## src/design/mlm_pkg.sv

```systemverilog
// ----------------------------------------------------------------------------
// mlm_pkg
// Shared types, codes and helpers of the mutex lock manager.
// ----------------------------------------------------------------------------
package mlm_pkg;

   localparam int DEF_NUM_MUTEXES = 32;
   localparam int DEF_NUM_TASKS   = 64;

   localparam int OP_W      = 2;
   localparam int MUTEX_W   = 8;
   localparam int TASK_W    = 6;
   localparam int STATUS_W  = 3;
   localparam int CREATED_W = 5;
   localparam int COUNT_W   = 6;

   localparam logic [OP_W-1:0] OP_CREATE = 2'd0;
   localparam logic [OP_W-1:0] OP_LOCK   = 2'd1;
   localparam logic [OP_W-1:0] OP_UNLOCK = 2'd2;
   localparam logic [OP_W-1:0] OP_UNUSED = 2'd3;

   localparam logic [STATUS_W-1:0] ST_OK            = 3'd0;
   localparam logic [STATUS_W-1:0] ST_INVALID       = 3'd1;
   localparam logic [STATUS_W-1:0] ST_DEADLOCK      = 3'd2;
   localparam logic [STATUS_W-1:0] ST_NOT_PERMITTED = 3'd3;
   localparam logic [STATUS_W-1:0] ST_NO_MEMORY     = 3'd4;

   localparam logic [COUNT_W-1:0] COUNT_MAX = 6'd63;

   // one lock table entry
   typedef struct packed {
      logic              locked;
      logic [TASK_W-1:0] holder;
      logic              queued;
      logic [TASK_W-1:0] head;
      logic [TASK_W-1:0] tail;
   } mutex_entry_type;

   function automatic logic [COUNT_W-1:0] count_inc(input logic [COUNT_W-1:0] value);
      logic [COUNT_W-1:0] result;
      result = (value == COUNT_MAX) ? value : value + COUNT_W'(1);
      return result;
   endfunction

   function automatic logic [COUNT_W-1:0] count_dec(input logic [COUNT_W-1:0] value);
      logic [COUNT_W-1:0] result;
      result = (value == '0) ? value : value - COUNT_W'(1);
      return result;
   endfunction

endpackage

```

## src/design/mlm_mutex_mem.sv

```systemverilog
// ----------------------------------------------------------------------------
// mlm_mutex_mem
// Lock table: one entry per mutex, one write and one registered read port.
// ----------------------------------------------------------------------------
module mlm_mutex_mem
   import mlm_pkg::*;
#(
   parameter int NUM_MUTEXES = DEF_NUM_MUTEXES,
   localparam int MW = (NUM_MUTEXES > 1) ? $clog2(NUM_MUTEXES) : 1
) (
   input  logic            clock,
   input  logic            rd_en,
   input  logic [MW-1:0]   rd_addr,
   output mutex_entry_type rd_data,
   input  logic            wr_en,
   input  logic [MW-1:0]   wr_addr,
   input  mutex_entry_type wr_data
);

   mutex_entry_type mem_ff [NUM_MUTEXES];
   mutex_entry_type rd_data_ff;

   always_ff @(posedge clock) begin
      if (wr_en) begin
         mem_ff[wr_addr] <= wr_data;
      end
      if (rd_en) begin
         rd_data_ff <= mem_ff[rd_addr];
      end
   end

   assign rd_data = rd_data_ff;

endmodule

```

## src/design/mlm_task_mem.sv

```systemverilog
// ----------------------------------------------------------------------------
// mlm_task_mem
// Per-task stores: wait-queue links and held-lock counters.
// ----------------------------------------------------------------------------
module mlm_task_mem
   import mlm_pkg::*;
#(
   parameter int NUM_TASKS = DEF_NUM_TASKS,
   localparam int TW = $clog2(NUM_TASKS)
) (
   input  logic               clock,
   input  logic               reset,
   // held counters, cleared at reset through valid bits
   input  logic               held_rd_en,
   input  logic [TW-1:0]      held_rd_addr,
   output logic [COUNT_W-1:0] held_rd_data,
   input  logic               held_wr_en,
   input  logic [TW-1:0]      held_wr_addr,
   input  logic [COUNT_W-1:0] held_wr_data,
   // queue links, no reset
   input  logic               link_rd_en,
   input  logic [TW-1:0]      link_rd_addr,
   output logic [TASK_W-1:0]  link_rd_data,
   input  logic               link_wr_en,
   input  logic [TW-1:0]      link_wr_addr,
   input  logic [TASK_W-1:0]  link_wr_data
);

   logic [COUNT_W-1:0] held_mem_ff [NUM_TASKS];
   logic [TASK_W-1:0]  link_mem_ff [NUM_TASKS];
   logic [NUM_TASKS-1:0] held_valid_ff;
   logic [COUNT_W-1:0] held_raw_ff;
   logic               held_hit_ff;
   logic [TASK_W-1:0]  link_raw_ff;

   always_ff @(posedge clock) begin
      if (reset) begin
         held_valid_ff <= '0;
         held_hit_ff   <= 1'b0;
      end else begin
         if (held_wr_en) begin
            held_valid_ff[held_wr_addr] <= 1'b1;
         end
         if (held_rd_en) begin
            held_hit_ff <= held_valid_ff[held_rd_addr];
         end
      end
   end

   always_ff @(posedge clock) begin
      if (held_wr_en) begin
         held_mem_ff[held_wr_addr] <= held_wr_data;
      end
      if (held_rd_en) begin
         held_raw_ff <= held_mem_ff[held_rd_addr];
      end
      if (link_wr_en) begin
         link_mem_ff[link_wr_addr] <= link_wr_data;
      end
      if (link_rd_en) begin
         link_raw_ff <= link_mem_ff[link_rd_addr];
      end
   end

   // never-written counter reads as zero
   assign held_rd_data = held_hit_ff ? held_raw_ff : '0;
   assign link_rd_data = link_raw_ff;

endmodule

```

## src/design/mutex_lock_manager_core.sv

```systemverilog
// ----------------------------------------------------------------------------
// mutex_lock_manager_core
// Hardware lock table with per-mutex FIFO wait queues and held counters.
// ----------------------------------------------------------------------------
//
//  channel   ports   direction   moves
//  -------   -----   ---------   ----------------------------------------
//  req       req_*   in          operation, mutex index, task id
//  rsp       rsp_*   out         status, created index, scheduler flags
//
//  A request reads the lock table entry and held counter, then decides and
//  writes back; an unlock that hands the mutex to a waiter adds a step:
//  the read of the waiter's link and counter in the task store.
//  Reset is synchronous; the task counters clear at once through valid bits,
//  and each mutex entry is zeroed when create hands it out. A stalled rsp
//  holds the last cycle of a request until the slot frees; a new request is
//  taken while a finished response still waits.
//
module mutex_lock_manager_core
   import mlm_pkg::*;
#(
   parameter int NUM_MUTEXES = DEF_NUM_MUTEXES,
   parameter int NUM_TASKS   = DEF_NUM_TASKS
) (
   input  logic                 clock,
   input  logic                 reset,
   input  logic                 req_valid,
   output logic                 req_ready,
   input  logic [OP_W-1:0]      req_operation,
   input  logic [MUTEX_W-1:0]   req_mutex_index,
   input  logic [TASK_W-1:0]    req_task_id,
   output logic                 rsp_valid,
   input  logic                 rsp_ready,
   output logic [STATUS_W-1:0]  rsp_status,
   output logic [CREATED_W-1:0] rsp_created_index,
   output logic                 rsp_caller_blocked,
   output logic                 rsp_caller_boosted,
   output logic                 rsp_caller_restore_priority,
   output logic                 rsp_woken_valid,
   output logic [TASK_W-1:0]    rsp_woken_task
);

   localparam int MW = (NUM_MUTEXES > 1) ? $clog2(NUM_MUTEXES) : 1;
   localparam int TW = $clog2(NUM_TASKS);
   localparam int CW = $clog2(NUM_MUTEXES + 1);

   localparam logic [1:0] S_IDLE = 2'd0;
   localparam logic [1:0] S_EXEC = 2'd1;   // lock table entry and counter in hand
   localparam logic [1:0] S_WAKE = 2'd2;   // waiter link and counter in hand

   logic [1:0]          state_ff, state_in;
   logic [OP_W-1:0]     op_ff;
   logic [MUTEX_W-1:0]  mutex_ff;
   logic [TASK_W-1:0]   task_ff;
   // mutexes are never destroyed, so the created set is always 0..count-1
   logic [CW-1:0]       created_count_ff, created_count_in;
   logic [COUNT_W-1:0]  held_new_ff, held_new_in;
   logic                fwd_ff, fwd_in;

   logic                rsp_valid_ff;
   logic [STATUS_W-1:0] rsp_status_ff;
   logic [CREATED_W-1:0] rsp_created_ff;
   logic                rsp_blocked_ff, rsp_boosted_ff, rsp_restore_ff;
   logic                rsp_woken_valid_ff;
   logic [TASK_W-1:0]   rsp_woken_task_ff;

   logic                rsp_load;
   logic [STATUS_W-1:0] res_status;
   logic [CREATED_W-1:0] res_created;
   logic                res_blocked, res_boosted, res_restore, res_woken_valid;
   logic [TASK_W-1:0]   res_woken_task;

   logic                accept, slot_free, bad_req, hand_over;
   logic [COUNT_W-1:0]  held_dec, held_wake;

   // memory ports
   logic                mutex_rd_en, mutex_wr_en;
   logic [MW-1:0]       mutex_rd_addr, mutex_wr_addr;
   mutex_entry_type     mutex_rd_data, mutex_wr_data;
   logic                held_rd_en, held_wr_en, link_rd_en, link_wr_en;
   logic [TW-1:0]       held_rd_addr, held_wr_addr, link_rd_addr, link_wr_addr;
   logic [COUNT_W-1:0]  held_rd_data, held_wr_data;
   logic [TASK_W-1:0]   link_rd_data, link_wr_data;

   mlm_mutex_mem #(
      .NUM_MUTEXES(NUM_MUTEXES)
   ) u_mutex_mem (
      .clock  (clock),
      .rd_en  (mutex_rd_en),
      .rd_addr(mutex_rd_addr),
      .rd_data(mutex_rd_data),
      .wr_en  (mutex_wr_en),
      .wr_addr(mutex_wr_addr),
      .wr_data(mutex_wr_data)
   );

   mlm_task_mem #(
      .NUM_TASKS(NUM_TASKS)
   ) u_task_mem (
      .clock       (clock),
      .reset       (reset),
      .held_rd_en  (held_rd_en),
      .held_rd_addr(held_rd_addr),
      .held_rd_data(held_rd_data),
      .held_wr_en  (held_wr_en),
      .held_wr_addr(held_wr_addr),
      .held_wr_data(held_wr_data),
      .link_rd_en  (link_rd_en),
      .link_rd_addr(link_rd_addr),
      .link_rd_data(link_rd_data),
      .link_wr_en  (link_wr_en),
      .link_wr_addr(link_wr_addr),
      .link_wr_data(link_wr_data)
   );

   assign req_ready = (state_ff == S_IDLE);
   assign accept    = req_valid && req_ready;
   assign slot_free = !rsp_valid_ff || rsp_ready;

   // range and existence checks, bounds before any use of the index
   assign bad_req = (op_ff == OP_UNUSED) || (mutex_ff >= NUM_MUTEXES) ||
                    (task_ff >= NUM_TASKS) || (mutex_ff >= created_count_ff);

   // unlock by the holder with a non-empty queue: ownership moves to the head
   assign hand_over = (op_ff == OP_UNLOCK) && !bad_req && mutex_rd_data.locked &&
                      (mutex_rd_data.holder == task_ff) && mutex_rd_data.queued;

   assign held_dec  = count_dec(held_rd_data);
   // head may be the caller itself on a corrupted queue
   assign held_wake = count_inc(fwd_ff ? held_new_ff : held_rd_data);

   always_comb begin
      state_in         = state_ff;
      created_count_in = created_count_ff;
      held_new_in      = held_new_ff;
      fwd_in           = fwd_ff;

      mutex_rd_en   = 1'b0;
      mutex_rd_addr = MW'(req_mutex_index);
      mutex_wr_en   = 1'b0;
      mutex_wr_addr = MW'(mutex_ff);
      mutex_wr_data = mutex_rd_data;
      held_rd_en    = 1'b0;
      held_rd_addr  = TW'(req_task_id);
      held_wr_en    = 1'b0;
      held_wr_addr  = TW'(task_ff);
      held_wr_data  = held_dec;
      link_rd_en    = 1'b0;
      link_rd_addr  = TW'(mutex_rd_data.head);
      link_wr_en    = 1'b0;
      link_wr_addr  = TW'(mutex_rd_data.tail);
      link_wr_data  = task_ff;

      rsp_load        = 1'b0;
      res_status      = ST_OK;
      res_created     = '0;
      res_blocked     = 1'b0;
      res_boosted     = 1'b0;
      res_restore     = 1'b0;
      res_woken_valid = 1'b0;
      res_woken_task  = '0;

      case (state_ff)
         S_IDLE: begin
            if (accept) begin
               mutex_rd_en = 1'b1;
               held_rd_en  = 1'b1;
               state_in    = S_EXEC;
            end
         end
         S_EXEC: begin
            if (hand_over) begin
               // drop caller's count now, fetch the head's link and count
               held_wr_en   = 1'b1;
               held_rd_en   = 1'b1;
               held_rd_addr = TW'(mutex_rd_data.head);
               link_rd_en   = 1'b1;
               held_new_in  = held_dec;
               fwd_in       = (mutex_rd_data.head == task_ff);
               state_in     = S_WAKE;
            end else if (slot_free) begin
               rsp_load = 1'b1;
               state_in = S_IDLE;
               if (op_ff == OP_CREATE) begin
                  if (created_count_ff < NUM_MUTEXES) begin
                     mutex_wr_en      = 1'b1;
                     mutex_wr_addr    = MW'(created_count_ff);
                     mutex_wr_data    = '0;
                     created_count_in = created_count_ff + CW'(1);
                     res_created      = CREATED_W'(created_count_ff);
                  end else begin
                     res_status = ST_NO_MEMORY;
                  end
               end else if (bad_req) begin
                  res_status = ST_INVALID;
               end else if (op_ff == OP_LOCK) begin
                  if (mutex_rd_data.locked && (mutex_rd_data.holder == task_ff)) begin
                     res_status = ST_DEADLOCK;
                  end else if (mutex_rd_data.locked) begin
                     // append caller to the wait queue
                     mutex_wr_en = 1'b1;
                     if (mutex_rd_data.queued) begin
                        link_wr_en = 1'b1;
                     end else begin
                        mutex_wr_data.head   = task_ff;
                        mutex_wr_data.queued = 1'b1;
                     end
                     mutex_wr_data.tail = task_ff;
                     res_blocked        = 1'b1;
                  end else begin
                     mutex_wr_en          = 1'b1;
                     mutex_wr_data.locked = 1'b1;
                     mutex_wr_data.holder = task_ff;
                     held_wr_en           = 1'b1;
                     held_wr_data         = count_inc(held_rd_data);
                     res_boosted          = 1'b1;
                  end
               end else begin
                  if (!mutex_rd_data.locked || (mutex_rd_data.holder != task_ff)) begin
                     res_status = ST_NOT_PERMITTED;
                  end else begin
                     // holder unlocks, nobody waiting: mutex goes free
                     held_wr_en           = 1'b1;
                     res_restore          = (held_dec == '0);
                     mutex_wr_en          = 1'b1;
                     mutex_wr_data.locked = 1'b0;
                     mutex_wr_data.holder = '0;
                  end
               end
            end
         end
         S_WAKE: begin
            if (slot_free) begin
               rsp_load             = 1'b1;
               state_in             = S_IDLE;
               mutex_wr_en          = 1'b1;
               mutex_wr_data.holder = mutex_rd_data.head;
               if (mutex_rd_data.head == mutex_rd_data.tail) begin
                  mutex_wr_data.queued = 1'b0;
               end else begin
                  mutex_wr_data.head = link_rd_data;
               end
               held_wr_en      = 1'b1;
               held_wr_addr    = TW'(mutex_rd_data.head);
               held_wr_data    = held_wake;
               res_restore     = (held_new_ff == '0);
               res_woken_valid = 1'b1;
               res_woken_task  = mutex_rd_data.head;
            end
         end
         default: begin
            state_in = S_IDLE;
         end
      endcase
   end

   always_ff @(posedge clock) begin
      if (reset) begin
         state_ff         <= S_IDLE;
         created_count_ff <= '0;
         rsp_valid_ff     <= 1'b0;
      end else begin
         state_ff         <= state_in;
         created_count_ff <= created_count_in;
         if (rsp_load) begin
            rsp_valid_ff <= 1'b1;
         end else if (rsp_ready) begin
            rsp_valid_ff <= 1'b0;
         end
      end
   end

   always_ff @(posedge clock) begin
      held_new_ff <= held_new_in;
      fwd_ff      <= fwd_in;
      if (accept) begin
         op_ff    <= req_operation;
         mutex_ff <= req_mutex_index;
         task_ff  <= req_task_id;
      end
      if (rsp_load) begin
         rsp_status_ff      <= res_status;
         rsp_created_ff     <= res_created;
         rsp_blocked_ff     <= res_blocked;
         rsp_boosted_ff     <= res_boosted;
         rsp_restore_ff     <= res_restore;
         rsp_woken_valid_ff <= res_woken_valid;
         rsp_woken_task_ff  <= res_woken_task;
      end
   end

   assign rsp_valid                   = rsp_valid_ff;
   assign rsp_status                  = rsp_status_ff;
   assign rsp_created_index           = rsp_created_ff;
   assign rsp_caller_blocked          = rsp_blocked_ff;
   assign rsp_caller_boosted          = rsp_boosted_ff;
   assign rsp_caller_restore_priority = rsp_restore_ff;
   assign rsp_woken_valid             = rsp_woken_valid_ff;
   assign rsp_woken_task              = rsp_woken_task_ff;

endmodule

```

## config.mk

```make
export PLATFORM = sky130hd
export DESIGN_NAME = mutex_lock_manager_core
export DESIGN_NICKNAME = d
export VERILOG_FILES = /design/src/design/mlm_pkg.sv /design/src/design/mlm_mutex_mem.sv /design/src/design/mlm_task_mem.sv /design/src/design/mutex_lock_manager_core.sv
export SDC_FILE = /design/constraint.sdc
export NUM_CORES = 2
export LEC_CHECK = 0
export ABC_AREA = 1
export BUFFER_PORTS_ARGS = -buffer_cell sky130_fd_sc_hd__buf_2
export CORE_UTILIZATION = 59
export CTS_BUF_LIST = sky130_fd_sc_hd__clkbuf_8
export CTS_CLUSTER_DIAMETER = 80
export DETAILED_ROUTE_END_ITERATION = 10
export GPL_TIMING_DRIVEN = 0
export PLACE_DENSITY = 0.78
export SLEW_MARGIN = 30
export SYNTH_ARGS = -nofsm -noshare
export SYNTH_HDL_FRONTEND = slang
export SYNTH_HIERARCHICAL = 1
export SYNTH_SLANG_ARGS = --single-unit
export TNS_END_PERCENT = 20
```

## constraint.sdc

```tcl
create_clock -name clock -period 4.3 [get_ports clock]
set_input_delay 0.43 -clock clock [delete_from_list [all_inputs] [get_ports clock]]
set_output_delay 0.43 -clock clock [all_outputs]
set_load 0.01 [all_outputs]
```

==> flow_summary.json <==
{
  "status": "complete, but fails checks",
  "violations": "negative setup slack",
  "clockBufferDepth": 3,
  "crit_family": "simple AND/OR/NAND/NOR gates",
  "dr.pass1.iters": 7,
  "cap_violations": 0,
  "path_class": "flop to flop",
  "r2r-start": "created_count_ff[5]",
  "grt_pass1_wl_um": 282000,
  "finClkSkew_ns": 0.0562,
  "synth_cells": 5838,
  "fin_area_um2": 74700,
  "tightest_slew_ns": 0.955,
  "synth_area_um2": 65200,
  "hold_path_class": "input pin to flop",
  "ant_nets": 0,
  "drc": 0,
  "ys_async_sr_fraction_pct": 0,
  "synth_flop_cell": "edfxtp_1",
  "clk_latency_ns": 0.95,
  "clkTransAtPathRegs_ns": 0.06,
  "p_leak_nw": 27.1,
  "dpl-instance-area_um2": 69300,
  "power_density_nw_per_um2": 440,
  "drive_gt1_share_pct": 13.6,
  "ys_seq_elements": 1555,
  "use_met2_pct": 53.1,
  "worstSetupStartpointType": "flop",
  "gp_congestion": 1.06,
  "first_global_vias": 45700,
  "num_rows": 121,
  "synth_cell_types": 47,
  "synth_nets": 5874,
  "slew_headroom_pct": 36.3,
  "hold_start": "reset",
  "synthTopCellsByCount": "nand2_1, edfxtp_1, nor2_1",
  "area_growth_pct": 14.6,
  "rsz0062_at_grt": "true",
  "slew_viol_final": 0,
  "synth_edf_count": 1481,
  "busiest_layer": "met2",
  "finalHoldViolations": 0,
  "die_x_um": 334,
  "grt_use_total_pct": 34.3,
  "drt_iter0_drc": 7146,
  "ios": 40,
  "fp.dieH_um": 334,
  "final.setup.worst_slack_ns": -0.0463,
  "met3_usage_pct": 7.51,
  "coreArea_um2": 109000,
  "synth.avg_cell_area_um2": 11.2,
  "arrival_ns": 4.90,
  "floorplan.die_area_um2": 112000,
  "grt_use_met1_pct": 46.7,
  "synth.largest_area_cell": "edfxtp_1",
  "h-tree-depth": 4,
  "worst_path_most_repeated_cell": "inv_1",
  "setup_violations": 23,
  "cp.required_ns": 4.85,
  "route.vias.total": 48400,
  "place_ws_ns": -0.539,
  "wire_per_inst_um": 24.4,
  "cpPeakStageDelay_ns": 0.84,
  "io_buffers": 38,
  "grt_max_degree": 33,
  "grt_antenna_before_repair": 7,
  "crit_chain": "inv_2, ha_1, nand2_1, nand4_1, inv_1, nand3_2, nor2_4, inv_1, nor2_2, inv_1, nor2_1, nand4_1, nor2_1",
  "grt-ovfl-total": 0,
  "min_period_ns": 4.35,
  "dp_hpwl_um": 130000,
  "cts_sinks": 1555,
  "yosysMostFrequentCell": "nand2_1",
  "yosysWarnings": 6,
  "critPathMaxFanout": 8,
  "ys_seq_area_share_pct": 70.5,
  "cp-startpoint": "created_count_ff[5]",
  "end_kind": "flop",
  "path_buf_inv": 4,
  "wirelength_um": 193000,
  "tritoncts": "done",
  "timing.fmax_ghz": 0.230,
  "initial_core_util_pct": 59.7,
  "ir_drop_mv": 0.441,
  "fin_crit_sh_pct": 101,
  "cts_root_buf": "clkbuf_8",
  "synth_area_leaders": "edfxtp_1, nand2_1, nand3_1",
  "cts_buffers": 236,
  "netlist.area_leader.share_pct": 68.2,
  "avgViaCountPerCell": 6.11,
  "nets": 6269,
  "worst_path_max_delay_cell": "nor2_1"
}
through the flow:
stage | TNS, ns | power [W] | utilization, % | instances | hold slack [ns]
after detailed placement | -282.66 | 0.0211 | 63.4 | 7425 | 0.458
final | -0.651 | 0.0328 | 68.4 | 7917 | 0.136
after global placement | -5549.97 | 0.0206 | 61.6 | 7352 | 0.448
after CTS | -11.88 | 0.0328 | 68.3 | 7908 | 0.0221
after floorplan | -12.02 | 0.0193 | - | 5838 | 0.439
after global routing | -3.20 | 0.0338 | 68.4 | 7917 | 0.0851
sequential cells by signal, summed over array words and instances (netlist names), 8 cells and up:
name and cells:
u_task_mem/link_mem_ff 384, u_mutex_mem/rd_data 20, u_task_mem/held_valid_ff 64, u_task_mem/held_mem_ff 384, mutex_ff 8, u_mutex_mem/mem_ff 640
layout make-up:
type	instances	area (µm²)
multi-input combinational	3821	17800
fill	7639	34500
inverter	150	573
buffer	335	2040
antenna	3	7.51
clock inverter	193	1180
sequential	1555	46000
clock buffer	250	3440
tap	1476	1850
timing repair buffer	134	1890
worst paths after layout:
check | to | slack (ns) | cells after the start
max | u_task_mem/link_mem_ff[38][4] | -0.05 | 13
min | created_count_ff[5] | 0.14 | 2
max reg2reg | u_task_mem/link_mem_ff[38][4] | -0.05 | 13
min reg2reg | u_task_mem/held_valid_ff[25] | 0.47 | 2
cells by family (layout without fill, tap and decap cells):
| family | after synthesis | count (layout) | synth area share [%] |
|---|---|---|---|
| adder cells (fa/ha/maj) | 16 | 16 | 0.307 |
| buffers and inverters | 485 | 1062 | 3.97 |
| other | 0 | 3 | 0 |
| XOR/XNOR | 11 | 11 | 0.148 |
| flip-flops | 1555 | 1555 | 70.5 |
| AO/OA/AOI/OAI | 705 | 705 | 5.89 |
| AND/OR/NAND/NOR | 3066 | 3089 | 19.2 |
metal layers:
layer	up-vias	part of all wire (%)
met5	-	0.017
met4	6	4.8
met3	659	13
met2	3539	46
met1	22900	37
li1	21300	-
cell usage in the layout, fill, tap and decap left out, types with 35 or more instances in the layout:
| cell type | instances |
|---|---|
| a21oi_1 | 40 |
| buf_16 | 35 |
| buf_2 | 161 |
| buf_4 | 46 |
| buf_6 | 69 |
| clkbuf_1 | 71 |
| clkbuf_8 | 250 |
| clkinv_1 | 65 |
| dfxtp_1 | 74 |
| edfxtp_1 | 1481 |
| inv_1 | 203 |
| nand2_1 | 1568 |
| nand3_1 | 652 |
| nor2_1 | 674 |
| nor2_2 | 56 |
| nor2_4 | 67 |
| o21ai_0 | 289 |
| o21ai_1 | 139 |
| o22ai_1 | 189 |
where the power goes:
group / switching (W) / internal, W / total [W]
Clock: 0.00572 / 0.00616 / 0.0119
Combinational: 0.00270 / 0.00110 / 0.00379
Sequential: 0.0000863 / 0.0171 / 0.0172
Total: 0.00850 / 0.0243 / 0.0328
timing repair:
item / 4_1_cts / 5_1_grt
pin swaps: 23 / 1
gates resized for setup: 89 / 55
hold buffers: 18 / 0
buffers inserted: 0 / 5
endpoints found under the setup margin: 886 / 1100
cloned: 22 / 1
endpoints found under the hold margin: 32 / 0
(Power assumes the default switching activity.)
